--- config.mk ---
export PLATFORM = sky130hd
export DESIGN_NAME = sha256_stream_hasher_core_flat
export DESIGN_NICKNAME = d
export VERILOG_FILES = /design/src/rtl/core/shs_pkg.sv /design/src/rtl/core/shs_if.sv /design/src/rtl/core/shs_compress.sv /design/src/rtl/core/sha256_stream_hasher_core.sv /design/src/flat_wrapper.sv
export VERILOG_INCLUDE_DIRS = /design/src /design/src/rtl/core
export SDC_FILE = /design/constraint.sdc
export NUM_CORES = 2
export LEC_CHECK = 0
export BUFFER_PORTS_ARGS = -buffer_cell sky130_fd_sc_hd__buf_2
export CORE_MARGIN = 8
export CORE_UTILIZATION = 30
export DETAILED_ROUTE_END_ITERATION = 7
export HOLD_SLACK_MARGIN = 0.12
export SKIP_LAST_GASP = 1
export SYNTH_ARGS = -nofsm -noshare
export SYNTH_HDL_FRONTEND = slang
export SYNTH_SLANG_ARGS = --single-unit
--- constraint.sdc ---
create_clock -name clk -period 19 [get_ports clk]
set_input_delay 3.8 -clock clk [delete_from_list [all_inputs] [get_ports clk]]
set_output_delay 3.8 -clock clk [all_outputs]
set_load 0.1 [all_outputs]
--- src/rtl/core/sha256_stream_hasher_core_macros.svh ---
// Assertion macros shared by the hasher RTL
`ifndef SHA256_STREAM_HASHER_CORE_MACROS_SVH
`define SHA256_STREAM_HASHER_CORE_MACROS_SVH

// Implication checked on every rising clock edge outside reset
`define SHS_ASSERT_IMP(label, clk, rst_n, ante, cons, msg) \
	label: assert property (@(posedge clk) disable iff (!rst_n) (ante) |-> (cons)) \
		else $error(msg);

// Next-cycle implication checked outside reset
`define SHS_ASSERT_NXT(label, clk, rst_n, ante, cons, msg) \
	label: assert property (@(posedge clk) disable iff (!rst_n) (ante) |=> (cons)) \
		else $error(msg);

`endif

--- src/rtl/core/shs_pkg.sv ---
package shs_pkg;

	localparam int unsigned RoundCount = 64;
	localparam int unsigned BlockBytes = 64;
	localparam int unsigned PadLenPos  = 56;
	localparam logic [7:0]  PadMarker  = 8'h80;

	typedef logic [31:0] word_t;

	typedef enum logic [2:0] {
		ST_IDLE,
		ST_LOAD,
		ST_ROUND,
		ST_FOLD,
		ST_PAD,
		ST_EMIT
	} state_t;

	// Control from the sequencer to the compression unit
	typedef struct packed {
		logic       start;
		logic       round_en;
		logic [5:0] round;
		logic       fold;
		logic       init;
	} cmp_ctrl_t;

	function automatic word_t rotr(input word_t x, input int unsigned n);
		rotr = (x >> n) | (x << (32 - n));
	endfunction

	function automatic word_t round_k(input logic [5:0] i);
		logic [31:0] k [0:63];
		k = '{
			32'h428a2f98, 32'h71374491, 32'hb5c0fbcf, 32'he9b5dba5,
			32'h3956c25b, 32'h59f111f1, 32'h923f82a4, 32'hab1c5ed5,
			32'hd807aa98, 32'h12835b01, 32'h243185be, 32'h550c7dc3,
			32'h72be5d74, 32'h80deb1fe, 32'h9bdc06a7, 32'hc19bf174,
			32'he49b69c1, 32'hefbe4786, 32'h0fc19dc6, 32'h240ca1cc,
			32'h2de92c6f, 32'h4a7484aa, 32'h5cb0a9dc, 32'h76f988da,
			32'h983e5152, 32'ha831c66d, 32'hb00327c8, 32'hbf597fc7,
			32'hc6e00bf3, 32'hd5a79147, 32'h06ca6351, 32'h14292967,
			32'h27b70a85, 32'h2e1b2138, 32'h4d2c6dfc, 32'h53380d13,
			32'h650a7354, 32'h766a0abb, 32'h81c2c92e, 32'h92722c85,
			32'ha2bfe8a1, 32'ha81a664b, 32'hc24b8b70, 32'hc76c51a3,
			32'hd192e819, 32'hd6990624, 32'hf40e3585, 32'h106aa070,
			32'h19a4c116, 32'h1e376c08, 32'h2748774c, 32'h34b0bcb5,
			32'h391c0cb3, 32'h4ed8aa4a, 32'h5b9cca4f, 32'h682e6ff3,
			32'h748f82ee, 32'h78a5636f, 32'h84c87814, 32'h8cc70208,
			32'h90befffa, 32'ha4506ceb, 32'hbef9a3f7, 32'hc67178f2
		};
		round_k = k[i];
	endfunction

	function automatic word_t init_h(input logic [2:0] i);
		logic [31:0] h [0:7];
		h = '{
			32'h6a09e667, 32'hbb67ae85, 32'h3c6ef372, 32'ha54ff53a,
			32'h510e527f, 32'h9b05688c, 32'h1f83d9ab, 32'h5be0cd19
		};
		init_h = h[i];
	endfunction

endpackage

--- src/rtl/core/shs_if.sv ---
interface shs_in_if;
	logic       valid;
	logic       ready;
	logic [7:0] byte_value;
	logic       has_byte;
	logic       end_of_message;
	modport source (output valid, byte_value, has_byte, end_of_message, input ready);
	modport sink (input valid, byte_value, has_byte, end_of_message, output ready);
endinterface

interface shs_out_if;
	logic        valid;
	logic        ready;
	logic [31:0] digest_word;
	logic [2:0]  word_index;
	logic        last_word;
	modport source (output valid, digest_word, word_index, last_word, input ready);
	modport sink (input valid, digest_word, word_index, last_word, output ready);
endinterface

--- src/rtl/core/shs_compress.sv ---
module shs_compress (
	input  logic                  clk,
	input  logic                  arst_n,
	input  shs_pkg::cmp_ctrl_t    ctrl,
	input  shs_pkg::word_t        msg_word,
	input  logic [2:0]            hash_sel,
	output shs_pkg::word_t        hash_word
);
	import shs_pkg::*;

	word_t hash_q [0:7];
	word_t r_q [0:7];
	word_t sched_q [0:15];

	word_t w, s0, s1, w15, w2, t1, t2;
	logic [3:0] ri;

	// Form the schedule word: first sixteen rounds take message words
	always_comb begin
		ri  = ctrl.round[3:0];
		w15 = sched_q[4'(ri + 4'd1)];
		w2  = sched_q[4'(ri + 4'd14)];
		s0  = rotr(w15, 7) ^ rotr(w15, 18) ^ (w15 >> 3);
		s1  = rotr(w2, 17) ^ rotr(w2, 19) ^ (w2 >> 10);
		if (ctrl.round < 6'd16) begin
			w = msg_word;
		end else begin
			w = s1 + sched_q[4'(ri + 4'd9)] + s0 + sched_q[ri];
		end
		t1 = r_q[7] + (rotr(r_q[4], 6) ^ rotr(r_q[4], 11) ^ rotr(r_q[4], 25))
			+ ((r_q[4] & r_q[5]) ^ (~r_q[4] & r_q[6])) + round_k(ctrl.round) + w;
		t2 = (rotr(r_q[0], 2) ^ rotr(r_q[0], 13) ^ rotr(r_q[0], 22))
			+ ((r_q[0] & r_q[1]) ^ (r_q[0] & r_q[2]) ^ (r_q[1] & r_q[2]));
	end

	// Advance one round per cycle while round_en is set
	always_ff @(posedge clk) begin
		if (ctrl.start) begin
			for (int i = 0; i < 8; i++) r_q[i] <= hash_q[i];
		end else if (ctrl.round_en) begin
			sched_q[ri] <= w;
			r_q[7] <= r_q[6];
			r_q[6] <= r_q[5];
			r_q[5] <= r_q[4];
			r_q[4] <= r_q[3] + t1;
			r_q[3] <= r_q[2];
			r_q[2] <= r_q[1];
			r_q[1] <= r_q[0];
			r_q[0] <= t1 + t2;
		end
	end

	// Hold chained hash, fold at block end, reload at message end
	always_ff @(posedge clk or negedge arst_n) begin
		if (!arst_n) begin
			for (int i = 0; i < 8; i++) hash_q[i] <= init_h(3'(i));
		end else if (ctrl.init) begin
			for (int i = 0; i < 8; i++) hash_q[i] <= init_h(3'(i));
		end else if (ctrl.fold) begin
			for (int i = 0; i < 8; i++) hash_q[i] <= hash_q[i] + r_q[i];
		end
	end

	assign hash_word = hash_q[hash_sel];

endmodule

--- src/rtl/core/sha256_stream_hasher_core.sv ---
// SHA-256 over a byte stream, one byte per input word. Bytes land in a
// 64-byte block memory (one write and one 32-bit read a cycle, read data
// registered). A full block runs 64 compression rounds at one round a cycle
// with the input held off, in the order load, 64 rounds, fold. On end of
// message the padding is written into the block memory one word a cycle (all
// sixteen words each pass), one or two blocks are compressed, then eight
// digest words are sent, hash word 0 first; the hash is reloaded for the next
// message. No clearing pass.
`include "sha256_stream_hasher_core_macros.svh"
module sha256_stream_hasher_core (
	input logic clk,
	input logic arst_n,
	shs_in_if.sink   in_ch,
	shs_out_if.source out_ch
);
	import shs_pkg::*;

	// Block memory as sixteen 32-bit words with byte enables
	logic [31:0] mem [0:15];
	logic        mem_we;
	logic [3:0]  mem_waddr;
	logic [3:0]  mem_be;
	logic [31:0] mem_wdata;
	logic [3:0]  mem_raddr;
	logic [31:0] mem_rdata_q;

	state_t      state_q, state_d;
	logic [5:0]  cnt_q;
	logic [5:0]  bytes_q;
	logic [63:0] bitlen_q;
	logic        end_q;      // message ends, digest follows the last block
	logic        two_q;      // length block still to come
	logic        zero_q;     // pass of zeros and length only
	logic        pend_q;
	logic [63:0] padlen_q;
	logic [3:0]  pad_idx_q;
	cmp_ctrl_t   ctrl;
	word_t       hash_word;
	logic        acc;

	assign acc = in_ch.valid && in_ch.ready;
	assign in_ch.ready = (state_q == ST_IDLE);

	always_ff @(posedge clk) begin
		if (mem_we) begin
			for (int b = 0; b < 4; b++)
				if (mem_be[b]) mem[mem_waddr][8*b +: 8] <= mem_wdata[8*b +: 8];
		end
		mem_rdata_q <= mem[mem_raddr];
	end

	// Pad word: marker, zeros and length by byte position
	logic [31:0] pad_word;
	always_comb begin
		pad_word = '0;
		for (int b = 0; b < 4; b++) begin
			logic [5:0] pos;
			pos = {pad_idx_q, 2'(3 - b)};
			if (!two_q && pos >= 6'(PadLenPos)) begin
				pad_word[8*b +: 8] = padlen_q[8*(63 - pos) +: 8];
			end else if (zero_q) begin
				pad_word[8*b +: 8] = 8'h00;
			end else if (pos == bytes_q) begin
				pad_word[8*b +: 8] = PadMarker;
			end
		end
	end

	// Memory access steering
	always_comb begin
		mem_we    = 1'b0;
		mem_waddr = bytes_q[5:2];
		mem_be    = '0;
		mem_wdata = {4{in_ch.byte_value}};
		mem_raddr = (state_q == ST_ROUND) ? 4'(cnt_q[3:0] + 4'd1) : cnt_q[3:0];
		if (state_q == ST_IDLE && acc && in_ch.has_byte) begin
			mem_we = 1'b1;
			mem_be = 4'b1000 >> bytes_q[1:0];
		end else if (state_q == ST_PAD) begin
			mem_we    = 1'b1;
			mem_waddr = pad_idx_q;
			mem_wdata = pad_word;
			for (int b = 0; b < 4; b++)
				mem_be[b] = ({pad_idx_q, 2'(3 - b)} >= bytes_q) || zero_q;
		end
	end

	// Next state
	always_comb begin
		state_d = state_q;
		case (state_q)
			ST_IDLE: begin
				if (acc) begin
					if (in_ch.has_byte && bytes_q == 6'(BlockBytes - 1))
						state_d = ST_LOAD;
					else if (in_ch.end_of_message)
						state_d = ST_PAD;
				end
			end
			ST_PAD:   if (pad_idx_q == 4'd15) state_d = ST_LOAD;
			ST_LOAD:  state_d = ST_ROUND;
			ST_ROUND: if (cnt_q == 6'(RoundCount - 1)) state_d = ST_FOLD;
			ST_FOLD: begin
				if (two_q || pend_q) state_d = ST_PAD;
				else if (end_q) state_d = ST_EMIT;
				else state_d = ST_IDLE;
			end
			ST_EMIT:  if (out_ch.ready && cnt_q[2:0] == 3'd7) state_d = ST_IDLE;
			default:  state_d = ST_IDLE;
		endcase
	end

	// Compression unit controls
	always_comb begin
		ctrl          = '0;
		ctrl.start    = (state_q == ST_LOAD);
		ctrl.round_en = (state_q == ST_ROUND);
		ctrl.round    = cnt_q;
		ctrl.fold     = (state_q == ST_FOLD);
		ctrl.init     = (state_q == ST_EMIT) && out_ch.ready && cnt_q[2:0] == 3'd7;
	end

	// Advance counters, length and padding flags
	always_ff @(posedge clk or negedge arst_n) begin
		if (!arst_n) begin
			state_q   <= ST_IDLE;
			cnt_q     <= '0;
			bytes_q   <= '0;
			bitlen_q  <= '0;
			end_q     <= 1'b0;
			two_q     <= 1'b0;
			zero_q    <= 1'b0;
			padlen_q  <= '0;
			pad_idx_q <= '0;
		end else begin
			state_q <= state_d;
			case (state_q)
				ST_IDLE: begin
					cnt_q     <= '0;
					pad_idx_q <= '0;
					if (acc) begin
						logic [5:0] nb;
						nb = in_ch.has_byte ? 6'(bytes_q + 6'd1) : bytes_q;
						if (in_ch.has_byte) bytes_q <= nb;
						end_q <= in_ch.end_of_message;
						if (in_ch.has_byte && bytes_q == 6'(BlockBytes - 1)) begin
							bitlen_q <= bitlen_q + 64'd512;
							padlen_q <= bitlen_q + 64'd512;
							two_q    <= 1'b0;
						end else begin
							padlen_q <= bitlen_q + {55'd0, nb, 3'd0};
							two_q    <= (nb >= 6'(PadLenPos));
						end
					end
				end
				ST_PAD: pad_idx_q <= 4'(pad_idx_q + 4'd1);
				ST_LOAD: cnt_q <= '0;
				ST_ROUND: cnt_q <= 6'(cnt_q + 6'd1);
				ST_FOLD: begin
					cnt_q     <= '0;
					pad_idx_q <= '0;
					if (two_q) begin
						two_q  <= 1'b0;
						zero_q <= 1'b1;
					end else begin
						zero_q <= 1'b0;
					end
				end
				ST_EMIT: begin
					if (out_ch.ready) begin
						cnt_q <= 6'(cnt_q + 6'd1);
						if (cnt_q[2:0] == 3'd7) begin
							bytes_q  <= '0;
							bitlen_q <= '0;
							end_q    <= 1'b0;
						end
					end
				end
				default: cnt_q <= '0;
			endcase
		end
	end

	// Full block arriving with end: pad after the data block compresses
	always_ff @(posedge clk or negedge arst_n) begin
		if (!arst_n) pend_q <= 1'b0;
		else if (state_q == ST_IDLE && acc)
			pend_q <= in_ch.has_byte && bytes_q == 6'(BlockBytes - 1) && in_ch.end_of_message;
		else if (state_q == ST_FOLD) pend_q <= 1'b0;
	end

	// Round words: the memory read is registered and issued in the cycle before use
	word_t msg_word;
	assign msg_word = mem_rdata_q;

	shs_compress u_cmp (
		.clk       (clk),
		.arst_n    (arst_n),
		.ctrl      (ctrl),
		.msg_word  (msg_word),
		.hash_sel  (cnt_q[2:0]),
		.hash_word (hash_word)
	);

	assign out_ch.valid       = (state_q == ST_EMIT);
	assign out_ch.digest_word = hash_word;
	assign out_ch.word_index  = cnt_q[2:0];
	assign out_ch.last_word   = (cnt_q[2:0] == 3'd7);

	`SHS_ASSERT_IMP(a_no_accept_busy, clk, arst_n, state_q != ST_IDLE, !in_ch.ready, "input taken while busy")
	`SHS_ASSERT_IMP(a_last_idx, clk, arst_n, out_ch.valid && out_ch.last_word, out_ch.word_index == 3'd7, "last word misplaced")
	`SHS_ASSERT_NXT(a_round_chain, clk, arst_n, state_q == ST_LOAD, state_q == ST_ROUND, "rounds did not start")
	`SHS_ASSERT_NXT(a_emit_done, clk, arst_n, out_ch.valid && out_ch.ready && out_ch.last_word, state_q == ST_IDLE, "emit did not finish")

endmodule

--- src/flat_wrapper.sv ---
// flat-port wrapper written by rule: the top's interface ports become plain ports
module sha256_stream_hasher_core_flat import shs_pkg::*;
  (clk, arst_n, in_ch_valid, in_ch_byte_value, in_ch_has_byte, in_ch_end_of_message, in_ch_ready, out_ch_valid, out_ch_digest_word, out_ch_word_index, out_ch_last_word, out_ch_ready);
  shs_in_if in_ch_i ();
  shs_out_if out_ch_i ();
  input logic clk;
  input logic arst_n;
  input wire logic [$bits(in_ch_i.valid)-1:0] in_ch_valid;
  input wire logic [$bits(in_ch_i.byte_value)-1:0] in_ch_byte_value;
  input wire logic [$bits(in_ch_i.has_byte)-1:0] in_ch_has_byte;
  input wire logic [$bits(in_ch_i.end_of_message)-1:0] in_ch_end_of_message;
  output wire logic [$bits(in_ch_i.ready)-1:0] in_ch_ready;
  output wire logic [$bits(out_ch_i.valid)-1:0] out_ch_valid;
  output wire logic [$bits(out_ch_i.digest_word)-1:0] out_ch_digest_word;
  output wire logic [$bits(out_ch_i.word_index)-1:0] out_ch_word_index;
  output wire logic [$bits(out_ch_i.last_word)-1:0] out_ch_last_word;
  input wire logic [$bits(out_ch_i.ready)-1:0] out_ch_ready;
  assign in_ch_i.valid = in_ch_valid;
  assign in_ch_i.byte_value = in_ch_byte_value;
  assign in_ch_i.has_byte = in_ch_has_byte;
  assign in_ch_i.end_of_message = in_ch_end_of_message;
  assign in_ch_ready = in_ch_i.ready;
  assign out_ch_valid = out_ch_i.valid;
  assign out_ch_digest_word = out_ch_i.digest_word;
  assign out_ch_word_index = out_ch_i.word_index;
  assign out_ch_last_word = out_ch_i.last_word;
  assign out_ch_i.ready = out_ch_ready;
  sha256_stream_hasher_core u_core (.clk(clk), .arst_n(arst_n), .in_ch(in_ch_i), .out_ch(out_ch_i));
endmodule
== Word level (Yosys, flattened, before mapping) ==
Memory sizes are Yosys's and may differ from the RTL's. A register that Yosys moved wholly into a read port is not among the register bits.
Index checks and enable logic that the tools add are counted.
Operators by class
  reduce and logical (&&, ||, !) cells: 32
  $lt $le $gt $ge: 12
  multiplexer cells: 88
  bitwise gates (word level): 38
  shift operators: 5
  add/sub/neg operators: 30
  equality and inequality tests: 22
Operator list (number)
  adder 32 bit: 18
  2-to-1 mux 256 bit: 2
  2-to-1 mux 32 bit: 15
  2-to-1 mux 64 bit: 5
  bitwise XOR 32 bit: 9
  indexed part select 64 x 33 -> 8 bit: 4
  AND 32 bit: 5
  case mux 64 bit (2 select lines): 1
  binary-select mux 32 bit (select 3 bit): 1
  2-to-1 mux 8 bit: 12
  adder 64 x 10 -> 64 bit (second input constant): 1
  adder 64 x 9 -> 64 bit: 1
  2-to-1 mux 6 bit: 6
  NOT 32 bit: 1
  OR 10 x 32 -> 32 bit: 1
  OR 13 x 32 -> 32 bit: 1
  OR 14 x 32 -> 32 bit: 1
  OR 15 x 32 -> 32 bit: 1
  OR 19 x 32 -> 32 bit: 1
  OR 21 x 32 -> 32 bit: 1
  OR 25 x 32 -> 32 bit: 1
  OR 26 x 32 -> 32 bit: 1
  OR 30 x 32 -> 32 bit: 1
  OR 7 x 32 -> 32 bit: 1
  other kinds (42): 136
Storage, ports and cells
  bits in registers: 407
  output and inout port bits: 38
  RAM bits: 1280
  memories kept: 4
  memory bits (read-only): 2048
Memories
  (no name shown): words 64, width 32, read ports 1, clocked after Yosys merged registers in 0, write ports 0, RTL line shs_pkg.sv:52  | round_k = k[i];
  u_core.mem: words 16, width 32, read ports 1, clocked after Yosys merged registers in 1, write ports 1, RTL line sha256_stream_hasher_core.sv:19  | logic [31:0] mem [0:15];
  u_core.u_cmp.sched_q: words 16, width 32, read ports 4, clocked after Yosys merged registers in 0, write ports 1, RTL line shs_compress.sv:13  | word_t sched_q [0:15];
  u_core.u_cmp.r_q: words 8, width 32, read ports 8, clocked after Yosys merged registers in 0, write ports 8, RTL line shs_compress.sv:12  | word_t r_q [0:7];

== Longest topological paths before layout ==
An unclocked memory read counts as a cell.
  word-level depth: 12
  mapped depth: 60
  depth with buffers taken out: 51

== Cells and area by module ==
Synthesis repeated with hierarchy kept, for this count alone.
Unflattened totals
  cell total of the unflattened synthesis: 9681
  area, all modules: 109404.9 um^2
Modules (own cells, without submodules)
  shs_compress: times used 1, cells an instance 7228, area an instance 78636.7 um^2, sequential area each 29638.4 um^2
  sha256_stream_hasher_core: times used 1, cells an instance 2453, area an instance 30768.3 um^2, sequential area each 19493.7 um^2

== Worst setup path after synthesis ==
OpenSTA, ideal clock, no wires.
  path kind: reg-to-reg
  from: register u_core.cnt_q[0]
  to: memory u_core.u_cmp.r_q[0][31] in the netlist's numbering, data pin
  data arrival time: 14055 ps
  clock period less this slack: 14319 ps
  path slack: 4681 ps
  stages on the path, launching flop included: 61
  cell sequence: dfrtp_1 buf_6 buf_6 buf_4 buf_2 buf_4 buf_4 inv_2 ha_1 buf_2 buf_2 clkbuf_1 clkbuf_1 clkbuf_1 mux4_2 mux4_2 xnor2_1 fa_1 [... 25 more ...] a21oi_1 nor2b_1 o21bai_1 a21oi_1 xnor2_1 fa_1 ha_1 a21o_1 a21oi_1 nand2b_1 o21ai_0 a211oi_1 a31oi_1 o2bb2ai_1 o41a_1 xnor2_1 xnor2_1 o21ai_1
RTL lines
  start, declared: RTL line sha256_stream_hasher_core.sv:28  | logic [5:0] cnt_q;
  start signal, assigned: RTL line sha256_stream_hasher_core.sv:158  | ST_ROUND: cnt_q <= 6'(cnt_q + 6'd1);
  start signal, assigned: RTL line sha256_stream_hasher_core.sv:171  | cnt_q <= 6'(cnt_q + 6'd1);
  end, declared: RTL line shs_compress.sv:12

==> impl_metrics.env <==
export IMPL_grt_max_degree=191
export IMPL_die_y_um=610
export IMPL_cts_sinks=1707
export IMPL_yosysMostFrequentCell="nand2_1"
export IMPL_yosysTopAreaCell="edfxtp_1"
export IMPL_initial_utilization_pct=30.1
export IMPL_worst_pin_slew_ns=1.40
export IMPL_rows=218
export IMPL_slowest_stage="dfrtp_4"
export IMPL_start_kind="flip-flop"
export IMPL_crit_family="compound AO/OA/AOI/OAI gates"
export IMPL_vdd_ir_drop_max_mv=0.0832
export IMPL_reg2regPathDepth=50
export IMPL_fp_dieArea_um2=372000
export IMPL_ys_flop_type="edfxtp_1"
export IMPL_hpwl_mm=236
export IMPL_grt_pass1_wl_mm=499
export IMPL_finalCritPeriodShare_pct=80.4
export IMPL_finalCriticalPeriod_ns=15.28
export IMPL_fill_cells=34800
export IMPL_synth_common_cells="1293 x nand2_1, 1280 x edfxtp_1, 649 x mux4_2, 510 x o21ai_0, 494 x a21oi_1"
export IMPL_worstPathArrival_ns=15.85
export IMPL_postCtsSetupBuffers=0
export IMPL_min_path_type="reg2reg"
export IMPL_r2r_end="u_core.u_cmp.r_q[0][31]"
export IMPL_cp_required_ns=19.57
export IMPL_hold_violations=0
export IMPL_antenna_found_initial=10
export IMPL_synthesis_area_um2=106000
export IMPL_die_x_um=610
export IMPL_cts_buffers=192
export IMPL_multi_input_area_um2=53600
export IMPL_ioPinCount=52
export IMPL_port_buffers=51
export IMPL_ff_latch_area_um2=49200
export IMPL_overflow=0
export IMPL_synth_seq_cells=1707
export IMPL_synth_edf_count=1280
export IMPL_syn_inst=8983
export IMPL_path_buf_inv=6
export IMPL_antenna_left=0
export IMPL_worst_path_largest_cell_delay_ns=0.84
export IMPL_clock_path_buffers=4
export IMPL_cts_tree="yes"
export IMPL_slew_viol_final=0
export IMPL_p_total_mw=7.73
export IMPL_cp_max_fo=120
export IMPL_max_cap_violations=0
export IMPL_dr_first_iter_drc_count=8499
export IMPL_viasPerCell=5.46
export IMPL_wl_per_cell_um=24.9
export IMPL_syn_num_nets=9608
export IMPL_yosysSeqAreaShare_pct=46.4
export IMPL_cp_endpoint="u_core.u_cmp.r_q[0][31]"
export IMPL_yosys_warnings=0
export IMPL_synth_area_top_cells="edfxtp_1 36%, mux4_2 14%, dfrtp_1 6.1%, ha_1 4.9%, nand2_1 4.6%"
export IMPL_end_kind="flip-flop"
export IMPL_core_area_um2=352000
export IMPL_postSynth_asyncResetShare_pct=23.1
export IMPL_yosysTopAreaCellShare_pct=36.3
export IMPL_clk_latency_ns=0.89
export IMPL_finClkSkew_ns=0.0840
export IMPL_dr_pass1_iters=8
export IMPL_area_growth_syn_to_layout_pct=11.3
export IMPL_ff2ff_setup_slack_ns=3.72
export IMPL_cts_resized_gates=0
export IMPL_path_class="reg2reg"
export IMPL_drc=0
export IMPL_worstHoldStart="u_core.padlen_q[4]"
export IMPL_path_clk_slew_ns=0.06
export IMPL_ctsHoldBuffers=0
export IMPL_wl_mm=343
export IMPL_crit_start="u_core.cnt_q[0]"
export IMPL_grt_pass1_vias=72000
export IMPL_rsz0062_at_grt="false"
export IMPL_drive_gt1_share_pct=15.6
export IMPL_ctsRootBufferMaster="clkbuf_16"
export IMPL_yosys_cell_types_count=97
export IMPL_postSynthAreaPerCell_um2=11.8
export IMPL_grtUsageTotal_pct=17.7
export IMPL_setup_viol=0
export IMPL_slew_headroom_pct=4.56
export IMPL_vias=75100
export IMPL_gp_congestion=0.956
export IMPL_power_density_nw_per_um2=65.5
export IMPL_status="finished clean"
export IMPL_fin_nets=9495
export IMPL_p_leak_nw=42.2
export IMPL_path_depth=50
export IMPL_reg2reg_from="u_core.cnt_q[0]"
export IMPL_finalSetupTns_ns=0
export IMPL_fmax_mhz=65.5
export IMPL_h_tree_depth=4
## final cells by class
class | count | area share (%)
Tap cell | 4730 | 5.02
Clock buffer | 266 | 4.53
Clock inverter | 85 | 0.635
Multi-Input combinational cell | 6355 | 45.4
Antenna cell | 10 | 0.0212
Inverter | 393 | 1.25
Timing Repair Buffer | 221 | 1.44
Sequential cell | 1707 | 41.7
## state kept, by name (all words and copies together), names as in the netlist
name	cells
u_core.bitlen_q	55
u_core.bytes_q	6
u_core.cnt_q	6
u_core.end_q	1
u_core.mem	512
u_core.mem_rdata_q	32
u_core.pad_idx_q	4
u_core.padlen_q	61
u_core.pend_q	1
u_core.state_q	3
u_core.two_q	1
u_core.u_cmp.hash_q	256
u_core.u_cmp.r_q	256
u_core.u_cmp.sched_q	512
u_core.zero_q	1
## placed cells by master, fill, tap and decap left out, types with 197 or more instances in the layout
cell and n:
a21oi_1 493, inv_1 388, ha_1 411, dfrtp_1 252, edfxtp_1 1280, nand2_1 1289, clkbuf_16 197, mux4_2 649
xor2_1 217, o21ai_0 494, xnor2_1 407, nor2_1 442
## worst min-delay path by stage
| stage | slack, ns | cells after the start | end |
|---|---|---|---|
| 2_1_floorplan | 0.44 | 2 | u_core.padlen_q[4] |
| 3_3_place_gp | 0.46 | 2 | u_core.padlen_q[23] |
| 3_5_place_dp | 0.46 | 2 | u_core.padlen_q[4] |
| 4_1_cts | 0.48 | 2 | u_core.padlen_q[4] |
| 5_1_grt | 0.50 | 2 | u_core.padlen_q[19] |
| 6_report | 0.48 | 2 | u_core.padlen_q[4] |
## power by group
group	total (mW)	switching [mW]	leakage [nW]	internal, mW
Combinational	0.0480	0.0412	22.6	0.00678
Clock	3.69	1.58	2.95	2.11
Sequential	3.99	0	16.7	3.99
Total	7.73	1.62	42.2	6.10
## cells by family after synthesis
family	count (synthesis)	share of synthesized area [%]
XOR/XNOR	631	5.27
flip-flops	1707	46.4
AND/OR/NAND/NOR	2376	9.61
other	1	0.00354
adder cells (fa/ha/maj)	640	8.88
AO/OA/AOI/OAI	1854	10.7
multiplexers	853	15.9
buffers and inverters	921	3.35
## metrics by stage
step	setup WS (ns)	util, %	cell area, um^2	cells	hold slack (ns)
after global routing	2.96	33.5	118000	13800	0.498
after floorplan	4.68	-	106000	8983	0.438
after global placement	3.95	31.8	112000	13400	0.459
final	3.72	33.5	118000	13800	0.480
after CTS	3.94	33.5	118000	13800	0.483
after detailed placement	3.97	31.8	112000	13400	0.460
## routing by layer
| layer | vias up | track usage (%) | share of wire [%] |
|---|---|---|---|
| li1 | 33200 | - | - |
| met1 | 37900 | 23.6 | 41 |
| met2 | 3374 | 28.9 | 47 |
| met3 | 663 | 2.88 | 8.2 |
| met4 | 6 | 6.69 | 4.4 |
| met5 | - | 0 | 0.012 |
## worst register-to-register path, delay by kind of cell (launching register included)
kind                     cells  cell delay (ns)
AO/OA/AOI/OAI               23             5.33
flip-flops                   1             0.84
buffers and inverters        6             1.76
XOR/XNOR                     6             1.01
multiplexers                 2             1.25
adder cells (fa/ha/maj)      9             4.10
AND/OR/NAND/NOR              4             0.73
Note: power is estimated with default switching activity, not from simulation.
